`config.mk`:
```
export PLATFORM = sky130hd
export DESIGN_NAME = angle_bias_kalman_filter_core
export DESIGN_NICKNAME = d
export VERILOG_FILES = /design/src/abkf_pkg.sv /design/src/angle_bias_kalman_filter_core.sv
export SDC_FILE = /design/constraint.sdc
export NUM_CORES = 2
export LEC_CHECK = 0
export CAP_MARGIN = 15
export CORE_MARGIN = 2
export CORE_UTILIZATION = 45
export DETAILED_ROUTE_END_ITERATION = 8
export DONT_BUFFER_PORTS = 1
export GPL_TIMING_DRIVEN = 1
export PLACE_DENSITY = 0.62
export SLEW_MARGIN = 40
export SYNTH_ARGS = -nofsm -noshare
export SYNTH_HDL_FRONTEND = slang
export SYNTH_SLANG_ARGS = --single-unit
```
`constraint.sdc`:
```
create_clock -name clk -period 15.6 [get_ports clk]
set_clock_uncertainty 0.1 [all_clocks]
set_input_delay 1.56 -clock clk [delete_from_list [all_inputs] [get_ports clk]]
set_output_delay 1.56 -clock clk [all_outputs]
set_load 0.01 [all_outputs]
```
`src/abkf_pkg.sv`:
```
// ----------------------------------------------------------------------------
// abkf_pkg
// Shared codes for the angle / gyro-bias Kalman filter core.
// ----------------------------------------------------------------------------
`default_nettype none
package abkf_pkg;
    // configuration register indexes
    localparam logic [1:0] REG_TIME_STEP     = 2'd0;
    localparam logic [1:0] REG_ANGLE_NOISE   = 2'd1;
    localparam logic [1:0] REG_BIAS_NOISE    = 2'd2;
    localparam logic [1:0] REG_MEASURE_NOISE = 2'd3;

    localparam int IO_WIDTH = 32;

    // operation codes of the shared unit
    typedef enum logic [1:0] {
        OP_ADD = 2'd0,
        OP_SUB = 2'd1,
        OP_MUL = 2'd2,
        OP_DIV = 2'd3
    } alu_op_t;
endpackage
`default_nettype wire

```
`src/angle_bias_kalman_filter_core.sv`:
```
// ----------------------------------------------------------------------------
// angle_bias_kalman_filter_core
// Two-state angle / gyro-bias Kalman filter on one shared arithmetic unit.
// ----------------------------------------------------------------------------
// Program: 30 micro-steps, two of them bit-serial divides.
// The input is not ready while an item is in flight, so a new item
// is taken only after the previous result has been accepted.
// Reset: asynchronous, clears state, covariance and sequencer; registers
// return to their defaults (dt 0.01, Q_angle 0.001, Q_bias 0.003, R 0.03).
`default_nettype none
module angle_bias_kalman_filter_core
    import abkf_pkg::*;
#(
    parameter int FRAC_BITS  = 16,
    parameter int DATA_WIDTH = 32
)
(
    input  wire logic        clk,
    input  wire logic        rst_n,
    input  wire logic        psel,
    input  wire logic        penable,
    input  wire logic        pwrite,
    input  wire logic [3:0]  paddr,
    input  wire logic [31:0] pwdata,
    output logic      [31:0] prdata,
    output logic             pready,
    input  wire logic        s_axis_tvalid,
    output logic             s_axis_tready,
    // [31:0] measured_angle, [63:32] measured_rate
    input  wire logic [63:0] s_axis_tdata,
    output logic             m_axis_tvalid,
    input  wire logic        m_axis_tready,
    // [31:0] angle_estimate, [63:32] bias_estimate
    output logic      [63:0] m_axis_tdata
);
    localparam int W  = DATA_WIDTH;
    localparam int PW = 2 * DATA_WIDTH;
    localparam int DN = DATA_WIDTH + FRAC_BITS;
    localparam int CW = $clog2(DN + 1);
    localparam int EW = ((W > IO_WIDTH) ? W : IO_WIDTH) + 2;

    // sequencer states
    localparam logic [2:0] ST_IDLE = 3'd0;
    localparam logic [2:0] ST_ISSUE = 3'd1;
    localparam logic [2:0] ST_MUL  = 3'd2;
    localparam logic [2:0] ST_DIV  = 3'd3;
    localparam logic [2:0] ST_OUT  = 3'd4;

    // register file slots
    localparam logic [3:0] R_DT = 4'd0, R_QA = 4'd1, R_QB = 4'd2, R_R = 4'd3;
    localparam logic [3:0] R_Z = 4'd4, R_RT = 4'd5, R_AN = 4'd6, R_BI = 4'd7;
    localparam logic [3:0] R_P00 = 4'd8, R_P01 = 4'd9, R_P10 = 4'd10;
    localparam logic [3:0] R_P11 = 4'd11, R_T = 4'd12, R_K0 = 4'd13;
    localparam logic [3:0] R_K1 = 4'd14, R_Y = 4'd15;
    localparam int NSTEP = 26;

    typedef struct packed {
        alu_op_t    op;
        logic [3:0] a;
        logic [3:0] b;
        logic [3:0] d;
    } uop_t;

    // micro-program: d = a op b
    function automatic uop_t prog(input logic [4:0] i);
        uop_t u;
        u = '{OP_ADD, R_Z, R_Z, R_Z};
        case (i)
            5'd0:  u = '{OP_SUB, R_RT, R_BI, R_RT};   // rate
            5'd1:  u = '{OP_MUL, R_DT, R_RT, R_RT};
            5'd2:  u = '{OP_ADD, R_AN, R_RT, R_AN};   // angle predict
            5'd3:  u = '{OP_MUL, R_DT, R_P11, R_T};
            5'd4:  u = '{OP_SUB, R_T, R_P01, R_T};
            5'd5:  u = '{OP_SUB, R_T, R_P10, R_T};
            5'd6:  u = '{OP_ADD, R_T, R_QA, R_T};
            5'd7:  u = '{OP_MUL, R_DT, R_T, R_T};
            5'd8:  u = '{OP_ADD, R_P00, R_T, R_P00};
            5'd9:  u = '{OP_MUL, R_DT, R_P11, R_T};   // dp
            5'd10: u = '{OP_SUB, R_P01, R_T, R_P01};
            5'd11: u = '{OP_SUB, R_P10, R_T, R_P10};
            5'd12: u = '{OP_MUL, R_QB, R_DT, R_T};
            5'd13: u = '{OP_ADD, R_P11, R_T, R_P11};
            5'd14: u = '{OP_ADD, R_P00, R_R, R_T};    // s
            5'd15: u = '{OP_DIV, R_P00, R_T, R_K0};
            5'd16: u = '{OP_DIV, R_P10, R_T, R_K1};
            5'd17: u = '{OP_SUB, R_Z, R_AN, R_Y};
            5'd18: u = '{OP_MUL, R_K0, R_Y, R_T};
            5'd19: u = '{OP_ADD, R_AN, R_T, R_AN};
            5'd20: u = '{OP_MUL, R_K1, R_Y, R_T};
            5'd21: u = '{OP_ADD, R_BI, R_T, R_BI};
            // p11 and p10 first, they need the old p01 and p00
            5'd22: u = '{OP_MUL, R_K1, R_P01, R_T};
            5'd23: u = '{OP_SUB, R_P11, R_T, R_P11};
            5'd24: u = '{OP_MUL, R_K1, R_P00, R_T};
            5'd25: u = '{OP_SUB, R_P10, R_T, R_P10};
            default: u = '{OP_ADD, R_Z, R_Z, R_Z};
        endcase
        return u;
    endfunction

    // p01 and p00 updates run after the main program
    function automatic uop_t prog_tail(input logic [4:0] i);
        uop_t u;
        u = '{OP_ADD, R_Z, R_Z, R_Z};
        case (i)
            5'd26: u = '{OP_MUL, R_K0, R_P01, R_T};
            5'd27: u = '{OP_SUB, R_P01, R_T, R_P01};
            5'd28: u = '{OP_MUL, R_K0, R_P00, R_T};
            5'd29: u = '{OP_SUB, R_P00, R_T, R_P00};
            default: u = prog(i);
        endcase
        return u;
    endfunction

    localparam logic [4:0] LAST_STEP = 5'(NSTEP + 3);

    function automatic logic signed [W-1:0] sat_s(input logic signed [W+1:0] v);
        logic signed [W-1:0] r;
        if (v > (W+2)'($signed({1'b0, {(W-1){1'b1}}})))
            r = {1'b0, {(W-1){1'b1}}};
        else if (v < -(W+2)'($signed({1'b0, {(W-1){1'b1}}})) - (W+2)'(1))
            r = {1'b1, {(W-1){1'b0}}};
        else
            r = v[W-1:0];
        return r;
    endfunction

    function automatic logic signed [W-1:0] reg_sat(input logic [22:0] v);
        logic signed [W-1:0] r;
        if (W >= 24 || v <= 23'({(W-1){1'b1}}))
            r = W'($unsigned(v));
        else
            r = {1'b0, {(W-1){1'b1}}};
        return r;
    endfunction

    function automatic logic signed [W-1:0] in_sat(input logic [31:0] v);
        logic signed [EW-1:0] e;
        logic signed [W-1:0]  r;
        e = EW'($signed(v));
        if (e > EW'($signed({1'b0, {(W-1){1'b1}}})))
            r = {1'b0, {(W-1){1'b1}}};
        else if (e < -EW'($signed({1'b0, {(W-1){1'b1}}})) - EW'(1))
            r = {1'b1, {(W-1){1'b0}}};
        else
            r = e[W-1:0];
        return r;
    endfunction

    function automatic logic [IO_WIDTH-1:0] out_sat(input logic signed [W-1:0] v);
        logic signed [EW-1:0] e;
        logic [IO_WIDTH-1:0] r;
        e = EW'(v);
        if (e > EW'(32'sh7FFFFFFF))
            r = 32'h7FFFFFFF;
        else if (e < -EW'(32'sh7FFFFFFF) - EW'(1))
            r = 32'h80000000;
        else
            r = e[IO_WIDTH-1:0];
        return r;
    endfunction

    function automatic logic [W-1:0] limit_m(input logic n);
        return n ? {1'b1, {(W-1){1'b0}}} : {1'b0, {(W-1){1'b1}}};
    endfunction

    // configuration registers
    logic [16:0] dt_reg, qa_reg, qb_reg;
    logic [22:0] r_reg;
    logic        wr_en;

    assign pready = 1'b1;
    assign wr_en  = psel && penable && pwrite;

    always_ff @(posedge clk or negedge rst_n)
    begin
        if (!rst_n)
        begin
            dt_reg <= 17'd655;
            qa_reg <= 17'd66;
            qb_reg <= 17'd197;
            r_reg  <= 23'd1966;
        end
        else if (wr_en)
        begin
            unique case (paddr[3:2])
                REG_TIME_STEP:     dt_reg <= pwdata[16:0];
                REG_ANGLE_NOISE:   qa_reg <= pwdata[16:0];
                REG_BIAS_NOISE:    qb_reg <= pwdata[16:0];
                REG_MEASURE_NOISE: r_reg  <= pwdata[22:0];
                default: ;
            endcase
        end
    end

    // register read-back
    always_comb
    begin
        unique case (paddr[3:2])
            REG_TIME_STEP:     prdata = {15'd0, dt_reg};
            REG_ANGLE_NOISE:   prdata = {15'd0, qa_reg};
            REG_BIAS_NOISE:    prdata = {15'd0, qb_reg};
            REG_MEASURE_NOISE: prdata = {9'd0, r_reg};
            default:           prdata = '0;
        endcase
    end

    // working register file
    logic signed [W-1:0] rf_reg [16];
    logic [2:0]          state_reg;
    logic [4:0]          pc_reg;
    uop_t                u;
    logic signed [W-1:0] opa, opb, res;
    logic                wb;

    // multiply path: magnitude product registered, rounding next cycle
    logic [PW-1:0]       prod_reg;
    logic                pneg_reg;
    logic [W-1:0]        ma, mb;

    // divide path: restoring, one quotient bit a cycle
    logic [DN-1:0]       dnum_reg;
    logic [W:0]          drem_reg;
    logic [W-1:0]        dden_reg;
    logic [DN-1:0]       dq_reg;
    logic                dover_reg, dneg_reg, dzero_reg;
    logic [CW-1:0]       dcnt_reg;
    logic [W:0]          rem_sh;
    logic [DN-1:0]       q_sh;
    logic [W-1:0]        limit;

    assign u   = prog_tail(pc_reg);
    assign opa = rf_reg[u.a];
    assign opb = rf_reg[u.b];
    assign ma  = opa[W-1] ? W'(-opa) : W'(opa);
    assign mb  = opb[W-1] ? W'(-opb) : W'(opb);
    assign limit = dneg_reg ? {1'b1, {(W-1){1'b0}}} : {1'b0, {(W-1){1'b1}}};
    assign rem_sh = {drem_reg[W-1:0], dnum_reg[DN-1]};
    assign q_sh   = {dq_reg[DN-2:0], (rem_sh >= {1'b0, dden_reg})};

    // rounded, scaled, saturated product
    logic [PW-1:0] rnd;
    logic [PW-1:0] sc;
    logic signed [W-1:0] mul_res;
    always_comb
    begin
        rnd = prod_reg + (PW'(1) << (FRAC_BITS - 1));
        if (rnd < prod_reg)
            sc = {1'b1, {(PW-1){1'b0}}} >> (FRAC_BITS - 1);
        else
            sc = rnd >> FRAC_BITS;
        if (rnd < prod_reg || sc > PW'(limit_m(pneg_reg)))
            sc = PW'(limit_m(pneg_reg));
        mul_res = pneg_reg ? W'(-sc[W-1:0]) : W'(sc[W-1:0]);
    end

    // add / subtract and result select
    logic signed [W-1:0] div_res;
    logic [W-1:0]        dq_fin;
    always_comb
    begin
        dq_fin  = (dover_reg || dq_reg > DN'(limit)) ? limit : dq_reg[W-1:0];
        div_res = dzero_reg ? '0 : (dneg_reg ? W'(-dq_fin) : W'(dq_fin));
        wb  = 1'b0;
        res = mul_res;
        unique case (state_reg)
            ST_ISSUE:
            begin
                if (u.op == OP_ADD)
                begin
                    res = sat_s((W+2)'(opa) + (W+2)'(opb));
                    wb  = 1'b1;
                end
                else if (u.op == OP_SUB)
                begin
                    res = sat_s((W+2)'(opa) - (W+2)'(opb));
                    wb  = 1'b1;
                end
            end
            ST_MUL: wb = 1'b1;
            ST_DIV:
            begin
                res = div_res;
                wb  = (dcnt_reg == '0);
            end
            default: ;
        endcase
    end

    assign s_axis_tready = (state_reg == ST_IDLE);
    assign m_axis_tvalid = (state_reg == ST_OUT);
    assign m_axis_tdata  = {out_sat(rf_reg[R_BI]), out_sat(rf_reg[R_AN])};

    // sequencer
    always_ff @(posedge clk or negedge rst_n)
    begin
        if (!rst_n)
        begin
            state_reg <= ST_IDLE;
            pc_reg    <= '0;
            dcnt_reg  <= '0;
        end
        else
        begin
            unique case (state_reg)
                ST_IDLE:
                    if (s_axis_tvalid)
                    begin
                        state_reg <= ST_ISSUE;
                        pc_reg    <= '0;
                    end
                ST_ISSUE:
                begin
                    if (u.op == OP_MUL)
                        state_reg <= ST_MUL;
                    else if (u.op == OP_DIV)
                    begin
                        state_reg <= ST_DIV;
                        dcnt_reg  <= CW'(DN);
                    end
                    else if (pc_reg == LAST_STEP)
                        state_reg <= ST_OUT;
                    else
                        pc_reg <= pc_reg + 5'd1;
                end
                ST_MUL:
                    if (pc_reg == LAST_STEP)
                        state_reg <= ST_OUT;
                    else
                    begin
                        state_reg <= ST_ISSUE;
                        pc_reg    <= pc_reg + 5'd1;
                    end
                ST_DIV:
                    if (dcnt_reg == '0)
                    begin
                        state_reg <= ST_ISSUE;
                        pc_reg    <= pc_reg + 5'd1;
                    end
                    else
                        dcnt_reg <= dcnt_reg - CW'(1);
                ST_OUT:
                    if (m_axis_tready)
                        state_reg <= ST_IDLE;
                default: state_reg <= ST_IDLE;
            endcase
        end
    end

    // datapath registers
    always_ff @(posedge clk or negedge rst_n)
    begin
        if (!rst_n)
        begin
            for (int i = 0; i < 16; i++)
                rf_reg[i] <= '0;
        end
        else
        begin
            if (state_reg == ST_IDLE && s_axis_tvalid)
            begin
                rf_reg[R_DT] <= reg_sat({6'd0, dt_reg});
                rf_reg[R_QA] <= reg_sat({6'd0, qa_reg});
                rf_reg[R_QB] <= reg_sat({6'd0, qb_reg});
                rf_reg[R_R]  <= reg_sat(r_reg);
                rf_reg[R_Z]  <= in_sat(s_axis_tdata[31:0]);
                rf_reg[R_RT] <= in_sat(s_axis_tdata[63:32]);
            end
            else if (wb)
                rf_reg[u.d] <= res;
        end
    end

    // multiplier and divider working registers
    always_ff @(posedge clk)
    begin
        if (state_reg == ST_ISSUE && u.op == OP_MUL)
        begin
            prod_reg <= PW'(ma) * PW'(mb);
            pneg_reg <= opa[W-1] ^ opb[W-1];
        end
        if (state_reg == ST_ISSUE && u.op == OP_DIV)
        begin
            dnum_reg  <= {ma, {FRAC_BITS{1'b0}}};
            dden_reg  <= mb;
            drem_reg  <= '0;
            dq_reg    <= '0;
            dover_reg <= 1'b0;
            dneg_reg  <= opa[W-1] ^ opb[W-1];
            dzero_reg <= (opb == '0);
        end
        else if (state_reg == ST_DIV && dcnt_reg != '0)
        begin
            dnum_reg <= dnum_reg << 1;
            dq_reg   <= q_sh;
            drem_reg <= q_sh[0] ? rem_sh - {1'b0, dden_reg} : rem_sh;
            if (q_sh > DN'(limit))
                dover_reg <= 1'b1;
        end
    end
endmodule
`default_nettype wire
```
==> summary.txt <==
status -> complete, no violations
FMAX -> 68.6 MHz
gr ovfl total -> 0
setup TNS -> 0 ns
P&R area growth vs syn -> 8.08%
total die area -> 193000 um^2
Die X -> 440 um
first-pass GRT wire length -> 480000 um
crit path time final -> 14.57 ns
total number of vias -> 76410
Starting Density -> 0.454
vias per cell -> 6.03
Clock Sinks -> 797
commonest non-fill, non-tap cell in the layout -> nand2_1
Cell Area, Synth -> 85400 um^2
Hold Path Sink -> dover_reg
largest net degree at the start of global routing -> 601
worst min path class -> reg -> reg
Max FO, Critical Path -> 53
# port buffers -> 0
critical path class -> reg -> reg
Ys Warns -> 0
Critical Path Sink Type -> register
die height -> 440 um
Register-to-Register Path Depth -> 45
clk root buf -> clkbuf_16
all-layer global routing usage -> 0.329
Max-cap violations -> 0
Post-CTS Setup Inserts -> 0
EDFF count, synth -> 116
commonest cells after routing, fill and taps aside -> nand2_1 (2061), inv_1 (1170), fa_1 (898)
antenna violations before repair -> 21
NumNets Final -> 11565
dpl hpwl -> 233000 um
R2R Setup Slk -> 1.03 ns
gpl congestion -> 0.992
Final Cycle Share -> 0.934
TritonCTS Buffers -> 93
reg2reg end -> prod_reg[62]
H-Tree Depth -> 3
Max Root-Sink Buffers -> 3
Cells after Synth -> 10438
Clock Pin Slew Worst Setup and Hold Paths -> 0.06 ns
Setup-failing EPs final -> 0
WP data required -> 15.95 ns
CP max-delay cell -> dfrtp_1
RSZ-0062 raised after global routing -> no
Worst-Margin Slew -> 0.950 ns
Mapped Avg Cell Area -> 8.18 um^2
Primary FF master, synth -> dfrtp_1
drc violations -> 0
WP data arrival -> 14.92 ns
Most Frequent Cell on Critical Path -> fa_1
Total Wirelength -> 318000 um
Synth area leader -> fa_1
Hold Buf Count CTS -> 0
Final Hold Fails -> 0
post-synth top area share -> 0.211
max reg flops -> 512
core area -> 188000 um^2
# resized after CTS -> 0
post-synth cell types -> 103
startpoint types -> register
Post-synth ARST share -> 0.753
reg-to-reg startpoint -> pc_reg[4]
WHS Path Cells -> 2
WL/cell -> 25.1 um
Clock Latency Late Sink -> 0.78 ns
share of layout cells above drive strength 1 -> 0.0805
drt first-iter violations -> 8657
final slew viol count -> 0
Yosys reg bits -> 797
io pins -> 206
hold path startpoint -> dover_reg
DRT Pass-1 Iters -> 9
row cnt -> 159
top post-synthesis cells by area -> fa_1 (21%), dfrtp_1 (17%), nand2_1 (9.1%)
vias in the first global route -> 74883
CP peak stage delay -> 0.74 ns
TritonCTS clock tree -> yes
Seq/Total Area, Yosys -> 0.236
Routed Antenna Nets -> 0
Slew HR -> 0.366
final cells by class:
class,count,area [um^2]
multi-input combinational,7729,58900
tap,2495,3120
sequential,797,20100
fill,18124,95900
clock inverter,32,465
timing repair buffer,291,2480
clock buffer,137,2700
antenna,5,12.5
inverter,1187,4460
layer usage:
| metal | global-route usage | vias up | share of wire |
|---|---|---|---|
| li1 | - | 33494 | - |
| met1 | 0.469 | 38083 | 0.42 |
| met2 | 0.490 | 4086 | 0.43 |
| met3 | 0.0593 | 745 | 0.10 |
| met4 | 0.139 | 2 | 0.048 |
| met5 | 0 | - | 0.000050 |
how the worst max path moves through the flow:
stage               from      endpoint  slack (ns)  depth (start not counted)
4_1_cts        pc_reg[4]  prod_reg[62]        1.30                         45
3_3_place_gp   pc_reg[0]  prod_reg[62]        1.18                         44
6_report       pc_reg[4]  prod_reg[62]        1.03                         45
3_5_place_dp   pc_reg[4]  prod_reg[62]        1.39                         45
2_1_floorplan  pc_reg[0]  prod_reg[62]        2.77                         55
5_1_grt        pc_reg[0]  prod_reg[41]        0.42                         46
synthesized netlist by cell type (29+ instances only):
master    number
nand2_1     2079
nor3_1        87
dfxtp_1       81
edfxtp_1     116
a21o_1        93
xor2_1        61
a31oi_1       46
ha_1         461
mux2_2       121
a21oi_1      282
dfrtp_1      580
o211ai_1      33
nand2b_1      55
a311oi_1      63
o21bai_1      29
clkbuf_1     562
nand3_1      623
fa_1         898
a22oi_1      115
nor2b_1       41
o21ai_1       86
xnor2_1      195
o21ai_0      628
mux4_2        31
inv_1       1171
buf_2         68
and3_1        93
buf_1         72
o31ai_1       79
and2_1        59
a211oi_1      33
or3_1         43
nand4_1       54
a31o_2        33
mux2i_1      103
nor2_1       847
through the flow:
stage / setup slack (ns) / cells / hold WS (ns) / utilization / instance area, um^2
floorplan: 2.77 / 10446 / 0.321 / - / 85400
global placement: 1.18 / 12487 / 0.334 / 0.471 / 88600
detailed placement: 1.39 / 12493 / 0.346 / 0.472 / 88900
CTS: 1.30 / 12662 / 0.363 / 0.489 / 92100
global route: 0.416 / 12673 / 0.365 / 0.490 / 92300
finish: 1.03 / 12673 / 0.361 / 0.490 / 92300
worst max-delay path: cells and delay by family (launching register included):
| kind | cells | cell delay [ns] |
|---|---|---|
| fa+ha+maj | 10 | 4.75 |
| buf+inv | 8 | 1.58 |
| xor+xnor | 2 | 0.54 |
| flops | 1 | 0.74 |
| compound gates | 16 | 4.12 |
| simple gates | 7 | 2.07 |
| mux | 2 | 0.31 |
cells by family (layout without fill, tap and decap cells):
logic type,Yosys count,after routing,share of synthesized area
compound gates,1760,1760,0.131
other cells,2,15,0.0000880
xor+xnor,257,257,0.0265
simple gates,4084,4084,0.205
buf+inv,1920,1647,0.0869
flops,797,797,0.236
mux,259,259,0.0367
fa+ha+maj,1359,1359,0.278
Power is left out: the tool's default activity adds up to more than one toggle a clock period on the data nets, which glitch-free logic cannot reach.
